<file path="config.mk">
export PLATFORM = sky130hd
export DESIGN_NAME = calendar_bucket_time_accumulator_core
export DESIGN_NICKNAME = d
export VERILOG_FILES = /design/src/hdl/cbta_pkg.sv /design/src/hdl/cbta_div.sv /design/src/hdl/cbta_buckets.sv /design/src/hdl/calendar_bucket_time_accumulator_core.sv
export VERILOG_INCLUDE_DIRS = /design/src /design/src/hdl
export SDC_FILE = /design/constraint.sdc
export NUM_CORES = 2
export LEC_CHECK = 0
export BUFFER_PORTS_ARGS = -buffer_cell sky130_fd_sc_hd__buf_2
export CORE_MARGIN = 3
export CORE_UTILIZATION = 63
export DETAILED_ROUTE_END_ITERATION = 7
export GPL_ROUTABILITY_DRIVEN = 0
export PLACE_DENSITY_LB_ADDON = 0.08
export SYNTH_ARGS = -nofsm -noshare
export SYNTH_HDL_FRONTEND = slang
export SYNTH_HIERARCHICAL = 1
export SYNTH_SLANG_ARGS = --single-unit
</file>
<file path="constraint.sdc">
create_clock -name clk -period 14.6 [get_ports clk]
set_clock_uncertainty 0.2 [all_clocks]
set_input_delay 2.92 -clock clk [delete_from_list [all_inputs] [get_ports clk]]
set_output_delay 2.92 -clock clk [all_outputs]
set_load 0.1 [all_outputs]
</file>
<file path="src/hdl/calendar_bucket_time_accumulator_core_assert.svh">
// ----------------------------------------------------------------------------
// Calendar bucket accumulator assertion macros
// Concurrent assertion wrappers; they compile to nothing under synthesis.
// ----------------------------------------------------------------------------
`ifndef CALENDAR_BUCKET_TIME_ACCUMULATOR_CORE_ASSERT_SVH
`define CALENDAR_BUCKET_TIME_ACCUMULATOR_CORE_ASSERT_SVH

`ifndef SYNTHESIS
`define CBTA_ASSERT(lbl, clk, rstn, prop, msg) \
  lbl: assert property (@(posedge clk) disable iff (!rstn) prop) else $error(msg);
`define CBTA_ASSERT_NR(lbl, clk, prop, msg) \
  lbl: assert property (@(posedge clk) prop) else $error(msg);
`else
`define CBTA_ASSERT(lbl, clk, rstn, prop, msg)
`define CBTA_ASSERT_NR(lbl, clk, prop, msg)
`endif

`endif

</file>
<file path="src/hdl/cbta_pkg.sv">
// ----------------------------------------------------------------------------
// Calendar bucket accumulator package
// Widths, field positions and the structs shared between the block's modules.
// ----------------------------------------------------------------------------
`timescale 1ns / 1ps

package cbta_pkg;

  localparam int DAY_W       = 20;
  localparam int SEC_W       = 17;
  localparam int WORD_W      = 32;
  localparam int WTAG_W      = 18;
  localparam int MTAG_W      = 16;
  localparam int YTAG_W      = 12;
  localparam int IN_TDATA_W  = 40;
  localparam int OUT_TDATA_W = 7 * WORD_W;

  localparam int DIV_CNT_W = 5;
  localparam logic [DIV_CNT_W-1:0] DIV_LONG_STEPS = DIV_CNT_W'(WORD_W / 2);

  typedef struct packed {
    logic              start;
    logic [WORD_W-1:0] dividend;
    logic [WORD_W-1:0] divisor;
  } div_req_t;

  typedef struct packed {
    logic              busy;
    logic              done;
    logic [WORD_W-1:0] quotient;
  } div_rsp_t;

  typedef struct packed {
    logic              en;
    logic [DAY_W-1:0]  day;
    logic [WTAG_W-1:0] wtag;
    logic [MTAG_W-1:0] mtag;
    logic [YTAG_W-1:0] ytag;
    logic [SEC_W-1:0]  secs;
  } bkt_upd_t;

  typedef struct packed {
    logic [WORD_W-1:0] total;
    logic [WORD_W-1:0] today;
    logic [WORD_W-1:0] week;
    logic [WORD_W-1:0] month;
    logic [WORD_W-1:0] year;
  } bkt_view_t;

endpackage

</file>
<file path="src/hdl/cbta_div.sv">
// ----------------------------------------------------------------------------
// Calendar bucket accumulator shared divider
// Restoring unsigned divider, two quotient bits per cycle.
// ----------------------------------------------------------------------------
`timescale 1ns / 1ps

module cbta_div (
  input  logic              clk,
  input  logic              rst_n,
  input  cbta_pkg::div_req_t req,
  output cbta_pkg::div_rsp_t rsp
);

  localparam int W = cbta_pkg::WORD_W;

  logic [W-1:0]                   rem_r;
  logic [W-1:0]                   q_r;
  logic [W-1:0]                   dvs_r;
  logic [cbta_pkg::DIV_CNT_W-1:0] cnt_r;
  logic                           busy_r;
  logic                           done_r;

  logic [W:0]   t1, t2, d_ext;
  logic         ge1, ge2;
  logic [W-1:0] rem1, rem_nxt, q_nxt;

  always_comb begin
    d_ext   = {1'b0, dvs_r};
    t1      = {rem_r, q_r[W-1]};
    ge1     = (t1 >= d_ext);
    rem1    = ge1 ? W'(t1 - d_ext) : t1[W-1:0];
    t2      = {rem1, q_r[W-2]};
    ge2     = (t2 >= d_ext);
    rem_nxt = ge2 ? W'(t2 - d_ext) : t2[W-1:0];
    q_nxt   = {q_r[W-3:0], ge1, ge2};
  end

  always_ff @(posedge clk) begin
    if (!rst_n) begin
      busy_r <= 1'b0;
      done_r <= 1'b0;
    end else begin
      done_r <= 1'b0;
      if (busy_r) begin
        rem_r <= rem_nxt;
        q_r   <= q_nxt;
        cnt_r <= cnt_r - cbta_pkg::DIV_CNT_W'(1);
        if (cnt_r == cbta_pkg::DIV_CNT_W'(1)) begin
          busy_r <= 1'b0;
          done_r <= 1'b1;
        end
      end else if (req.start) begin
        rem_r  <= '0;
        dvs_r  <= req.divisor;
        busy_r <= 1'b1;
        q_r    <= req.dividend;
        cnt_r  <= cbta_pkg::DIV_LONG_STEPS;
      end
    end
  end

  assign rsp.busy     = busy_r;
  assign rsp.done     = done_r;
  assign rsp.quotient = q_r;

endmodule

</file>
<file path="src/hdl/cbta_buckets.sv">
// ----------------------------------------------------------------------------
// Calendar bucket accumulator bucket store
// Day, week, month and year buckets with their tags, plus the grand total.
// ----------------------------------------------------------------------------
`timescale 1ns / 1ps

module cbta_buckets (
  input  logic                clk,
  input  logic                rst_n,
  input  cbta_pkg::bkt_upd_t  upd,
  output cbta_pkg::bkt_view_t view
);

  localparam int W = cbta_pkg::WORD_W;

  logic [cbta_pkg::DAY_W-1:0]  day_tag_r;
  logic [cbta_pkg::WTAG_W-1:0] week_tag_r;
  logic [cbta_pkg::MTAG_W-1:0] month_tag_r;
  logic [cbta_pkg::YTAG_W-1:0] year_tag_r;
  logic [W-1:0]                day_sum_r, week_sum_r, month_sum_r, year_sum_r, total_r;

  logic         day_hit, week_hit, month_hit, year_hit;
  logic [W-1:0] secs_ext;

  always_comb begin
    day_hit   = (day_tag_r == upd.day);
    week_hit  = (week_tag_r == upd.wtag);
    month_hit = (month_tag_r == upd.mtag);
    year_hit  = (year_tag_r == upd.ytag);
    secs_ext  = W'(upd.secs);
  end

  always_ff @(posedge clk) begin
    if (!rst_n) begin
      day_tag_r   <= '0;
      week_tag_r  <= '0;
      month_tag_r <= '0;
      year_tag_r  <= '0;
      day_sum_r   <= '0;
      week_sum_r  <= '0;
      month_sum_r <= '0;
      year_sum_r  <= '0;
      total_r     <= '0;
    end else if (upd.en) begin
      // roll a stale bucket to the new index, then add
      day_tag_r   <= upd.day;
      week_tag_r  <= upd.wtag;
      month_tag_r <= upd.mtag;
      year_tag_r  <= upd.ytag;
      day_sum_r   <= (day_hit   ? day_sum_r   : '0) + secs_ext;
      week_sum_r  <= (week_hit  ? week_sum_r  : '0) + secs_ext;
      month_sum_r <= (month_hit ? month_sum_r : '0) + secs_ext;
      year_sum_r  <= (year_hit  ? year_sum_r  : '0) + secs_ext;
      total_r     <= total_r + secs_ext;
    end
  end

  assign view.total = total_r;
  assign view.today = day_hit   ? day_sum_r   : '0;
  assign view.week  = week_hit  ? week_sum_r  : '0;
  assign view.month = month_hit ? month_sum_r : '0;
  assign view.year  = year_hit  ? year_sum_r  : '0;

endmodule

</file>
<file path="src/hdl/calendar_bucket_time_accumulator_core.sv">
// ----------------------------------------------------------------------------
// Calendar bucket time accumulator core
// Sequencer around one shared divider and the bucket store.
// ----------------------------------------------------------------------------
// Each input transaction goes through the following steps from acceptance until
// its result is loaded into the output register: the week, month and year
// indices from a reciprocal multiply of the day number, one at a time, the
// bucket update, the view capture, two divisions for the daily and weekly
// averages (16 steps each of the shared two-bit-per-cycle divider plus
// handoff) and the load, which waits until the output register is free.
// in_tready is high only while the sequencer is idle, so a new transaction
// is not accepted until the last one is through; a finished result waits in
// the output register while the next transaction is accepted.
// ----------------------------------------------------------------------------
`timescale 1ns / 1ps
`include "calendar_bucket_time_accumulator_core_assert.svh"

module calendar_bucket_time_accumulator_core #(
  parameter int unsigned DAYS_PER_WEEK  = 7,
  parameter int unsigned DAYS_PER_MONTH = 30,
  parameter int unsigned DAYS_PER_YEAR  = 365
) (
  input  logic                                clk,
  input  logic                                rst_n,
  input  logic                                in_tvalid,
  output logic                                in_tready,
  // [19:0] day, [36:20] session_seconds, [39:37] zero
  input  logic [cbta_pkg::IN_TDATA_W-1:0]     in_tdata,
  output logic                                out_tvalid,
  input  logic                                out_tready,
  // [31:0] total_time, [63:32] today_time, [95:64] week_time,
  // [127:96] month_time, [159:128] year_time, [191:160] avg_daily,
  // [223:192] avg_weekly
  output logic [cbta_pkg::OUT_TDATA_W-1:0]    out_tdata
);

  localparam int W  = cbta_pkg::WORD_W;
  localparam int DW = cbta_pkg::DAY_W;
  localparam int SW = cbta_pkg::SEC_W;
  localparam int RK = 30;
  localparam int RW = 31;

  localparam logic [RW-1:0] WK_RECIP =
    RW'(((64'd1 << RK) + 64'(DAYS_PER_WEEK) - 64'd1) / 64'(DAYS_PER_WEEK));
  localparam logic [RW-1:0] MO_RECIP =
    RW'(((64'd1 << RK) + 64'(DAYS_PER_MONTH) - 64'd1) / 64'(DAYS_PER_MONTH));
  localparam logic [RW-1:0] YR_RECIP =
    RW'(((64'd1 << RK) + 64'(DAYS_PER_YEAR) - 64'd1) / 64'(DAYS_PER_YEAR));

  typedef enum logic [3:0] {
    S_IDLE, S_WK, S_MO, S_YR, S_UPD, S_VIEW, S_AD, S_AW, S_OUT
  } state_t;

  state_t              state_r;
  logic [DW-1:0]       day_r;
  logic [SW-1:0]       secs_r;
  logic [DW-1:0]       wk_r, mo_r, yr_r;
  logic [W-1:0]        ad_r;
  cbta_pkg::bkt_view_t res_r;
  cbta_pkg::div_req_t  div_req_r;
  cbta_pkg::div_rsp_t  div_rsp;
  cbta_pkg::bkt_upd_t  upd;
  cbta_pkg::bkt_view_t view;
  logic                out_tvalid_r;
  logic [cbta_pkg::OUT_TDATA_W-1:0] out_tdata_r;
  logic [RW-1:0]       recip;
  logic [DW+RW-1:0]    prod;
  logic [DW-1:0]       quot;

  cbta_div u_div (
    .clk   (clk),
    .rst_n (rst_n),
    .req   (div_req_r),
    .rsp   (div_rsp)
  );

  always_comb begin
    case (state_r)
      S_WK:    recip = WK_RECIP;
      S_MO:    recip = MO_RECIP;
      default: recip = YR_RECIP;
    endcase
    prod = {{RW{1'b0}}, day_r} * {{DW{1'b0}}, recip};
    quot = prod[RK+DW-1:RK];
  end

  always_comb begin
    upd.en   = (state_r == S_UPD) && (secs_r != '0);
    upd.day  = day_r;
    upd.wtag = wk_r[cbta_pkg::WTAG_W-1:0];
    upd.mtag = mo_r[cbta_pkg::MTAG_W-1:0];
    upd.ytag = yr_r[cbta_pkg::YTAG_W-1:0];
    upd.secs = secs_r;
  end

  cbta_buckets u_bkt (
    .clk   (clk),
    .rst_n (rst_n),
    .upd   (upd),
    .view  (view)
  );

  always_ff @(posedge clk) begin
    if (!rst_n) begin
      state_r         <= S_IDLE;
      out_tvalid_r    <= 1'b0;
      div_req_r.start <= 1'b0;
    end else begin
      out_tvalid_r <= (state_r == S_OUT) || (out_tvalid_r && !out_tready);
      unique case (state_r)
        S_IDLE: begin
          div_req_r.start <= 1'b0;
          if (in_tvalid) begin
            day_r   <= in_tdata[DW-1:0];
            secs_r  <= in_tdata[DW+SW-1:DW];
            state_r <= S_WK;
          end
        end
        S_WK: begin
          div_req_r.start <= 1'b0;
          wk_r            <= quot;
          state_r         <= S_MO;
        end
        S_MO: begin
          div_req_r.start <= 1'b0;
          mo_r            <= quot;
          state_r         <= S_YR;
        end
        S_YR: begin
          div_req_r.start <= 1'b0;
          yr_r            <= quot;
          state_r         <= S_UPD;
        end
        S_UPD: begin
          div_req_r.start <= 1'b0;
          state_r         <= S_VIEW;
        end
        S_VIEW: begin
          res_r              <= view;
          div_req_r.start    <= 1'b1;
          div_req_r.dividend <= view.total;
          div_req_r.divisor  <= W'(day_r) + W'(1);
          state_r            <= S_AD;
        end
        S_AD: begin
          div_req_r.start <= div_rsp.done;
          if (div_rsp.done) begin
            ad_r               <= div_rsp.quotient;
            div_req_r.dividend <= res_r.total;
            div_req_r.divisor  <= W'(wk_r) + W'(1);
            state_r            <= S_AW;
          end
        end
        S_AW: begin
          div_req_r.start <= 1'b0;
          if (div_rsp.done) begin
            out_tdata_r[W-1:0]     <= res_r.total;
            out_tdata_r[2*W-1:W]   <= res_r.today;
            out_tdata_r[3*W-1:2*W] <= res_r.week;
            out_tdata_r[4*W-1:3*W] <= res_r.month;
            out_tdata_r[5*W-1:4*W] <= res_r.year;
            out_tdata_r[6*W-1:5*W] <= ad_r;
            out_tdata_r[7*W-1:6*W] <= div_rsp.quotient;
            state_r                <= S_OUT;
          end
        end
        S_OUT: begin
          div_req_r.start <= 1'b0;
          if (!out_tvalid_r || out_tready) begin
            out_tdata <= out_tdata_r;
            state_r   <= S_IDLE;
          end
        end
        default: begin
          div_req_r.start <= 1'b0;
          state_r         <= S_IDLE;
        end
      endcase
    end
  end

  assign in_tready  = (state_r == S_IDLE);
  assign out_tvalid = out_tvalid_r;

  `CBTA_ASSERT(a_accept_starts_week, clk, rst_n, in_tvalid && in_tready |=> state_r == S_WK, "accepted transaction did not start the week step")
  `CBTA_ASSERT(a_busy_not_ready, clk, rst_n, div_rsp.busy |-> !in_tready, "input ready while the divider is busy")
  `CBTA_ASSERT(a_done_in_wait, clk, rst_n, div_rsp.done |-> state_r == S_AD || state_r == S_AW, "divider finished outside a division wait state")
  `CBTA_ASSERT(a_out_load, clk, rst_n, state_r == S_OUT && (!out_tvalid_r || out_tready) |=> out_tvalid_r && state_r == S_IDLE, "result not presented after load")

endmodule
</file>
==> qor.tcl <==
set qor(reg2regPathDepth) 22
set qor(post_synth_inst_count) 4985
set qor(route.final.wire_length_mm) 139
set qor(drc) 0
set qor(global_route.overflow_total) 0
set qor(die_width_um) 316
set qor(critical-path-max-stage-delay_ns) 1.03
set qor(run_status) {finished clean}
set qor(groute.usage.overall_pct) 28.0
set qor(source_of_the_worst_hold_timing_path) {div_req_r[10]$_DFFE_PP_}
set qor(rsz_0062_raised_after_global_routing) {false}
set qor(flow.area_growth_from_synthesis_pct) 10.5
set qor(min_path_cells) 0
set qor(family_of_cells_with_the_greatest_summed_delay_on_the_critical_path) {adder cells}
set qor(insertedDiodeCount) 0
set qor(cts_buffer_depth) 3
set qor(timing.final.max_slew_violations) 0
set qor(worst_ep_arrival_time_ns) 9.10
set qor(multiInputGateArea_um2) 26900
set qor(htreeDepth) 3
set qor(cp.depth) 22
set qor(dpl.hpwl_mm) 98.6
set qor(postSynthAreaPerCell_um2) 12.2
set qor(ctsRootBufferMaster) {clkbuf_16}
set qor(final-seq-area_um2) 31000
set qor(layout.cell_area.non_filler_um2) 66900
set qor(start_util_pct) 63.7
set qor(cts_resized) 0
set qor(routedWlPerCell_um) 21.0
set qor(post_synth_instance_area_um2) 60600
set qor(post_detailed_placement_cell_area_um2) 63300
set qor(routed-via-count) 38531
set qor(required_ns) 14.83
set qor(placement_rows) 113
set qor(antenna_violation_net_count_after_detailed_routing) 0
set qor(cts_post_setup_buffers_inserted) 0
set qor(vias_per_cell) 5.82
set qor(yosys_warnings) 6
set qor(tritoncts.num_buffers) 108
set qor(period_utilization_post_route_pct) 60.8
set qor(tritoncts) {done}
set qor(cpMaxStageDelayCell) {nor3_1}
set qor(drt_first_pass_iters) 5
set qor(post_cts_hold_buffer_count) 0
set qor(critical_path.n_buffers_inverters) 5
set qor(clock_insertion_delay_worst_skew_ns) 0.72
set qor(maxClockFrequency_mhz) 113
set qor(fin_crit_ns) 8.87
set qor(relSlewSlack_pct) 16.4
set qor(cap_violations) 0
set qor(critPathLaunch) {state_r[1]$_SDFFE_PN0P_}
set qor(core_box_area_um2) 95200
set qor(grt_start_max_net_pins) 177
set qor(final_core_utilization_pct) 70.3
set qor(total_die_area_um2) 99900
set qor(initial_antenna_violation_count) 4
set qor(timing.rr.start) {state_r[1]$_SDFFE_PN0P_}
set qor(clk_pin_slew_ns) 0.06
set qor(highest_count_cells_in_the_layout_ignoring_fill_and_taps) {edfxtp_1 (877), inv_1 (548), ha_1 (430)}
set qor(cts_sinks) 1111
set qor(totalNegativeSetupSlack_ns) 0
set qor(end_kind) {flop}
set qor(placement.io_buffers) 266
set qor(chipHeight_um) 316
set qor(drt_iter0_markers) 3071
set qor(timing.critical_path.mode_cell) {fa_1}
set qor(start_kind) {flop}
set qor(crit_chain) {nor4b_4 > buf_4 > nor3_1 > fa_1 > fa_1 > inv_1 > fa_1 > inv_1 > fa_1 > fa_1 > fa_1 > inv_1 > fa_1 > inv_1 > ha_1 > a211oi_1 > o21ai_0 > a31oi_1 > o21ai_0 > a2111oi_1 > o311ai_2 > xor2_1}
set qor(finalHoldViolations) 0
set qor(final_layout_fill_cell_count) 6642
set qor(timing_worst_slew_pin_value_ns) 1.24
set qor(share_of_layout_cells_above_drive_strength_1_pct) 10.8
set qor(layout.cells.most_common) {edfxtp_1}
set qor(first_global_vias) 38212
set qor(final_nets) 6043
set qor(setup_viol) 0
set qor(classification_of_the_worst_setup_path) {reg2reg}
set qor(timing.critical_path.fanout_max) 21
set qor(hold_crit_path_type) {reg2reg}
set qor(grt_pass1_wl_mm) 215
set qor(io_pins) 270
## final timing paths
path                                    end  slack [ns]
hold reg to reg   u_div/dvs_r[10]$_DFFE_PP_        0.17
setup / recovery          mo_r[7]$_DFFE_PP_        5.73
setup reg to reg          mo_r[7]$_DFFE_PP_        5.73
hold / removal    u_div/dvs_r[10]$_DFFE_PP_        0.17
## routing by layer
metal  vias to the layer above  global-route usage, %  wire (µm)
met5                         -                      0         13
met4                         2                   9.52       4630
met3                       274                   4.54       9410
met2                      1366                   46.4      66600
met1                     18901                   37.9      58300
li1                      17988                      -          -
## stage by stage
stage               instances  setup slack (ns)  hold slack (ns)
finish                   6622              5.73            0.170
global route             6622              5.50            0.176
CTS                      6622              5.88            0.164
detailed placement       6417              5.95            0.205
global placement         6417              6.01            0.201
floorplan                4995              1.27            0.200
## sequential cells by signal (all words and copies together) (netlist names), 54 cells and up
| name | flops |
|---|---|
| div_req_r | 54 |
| out_tdata | 224 |
| out_tdata_r | 224 |
| res_r | 160 |
## area by class of cell
cell class | instances | area share (%)
clock buffer | 143 | 4.34
clock inverter | 62 | 1.14
inverter | 565 | 3.18
multi-input combinational | 3172 | 40.2
sequential | 1111 | 46.3
tap | 1265 | 2.36
timing repair buffer | 304 | 2.43
Power is left out: the tool's default activity adds up to more than one toggle a clock period on the data nets, which glitch-free logic cannot reach.
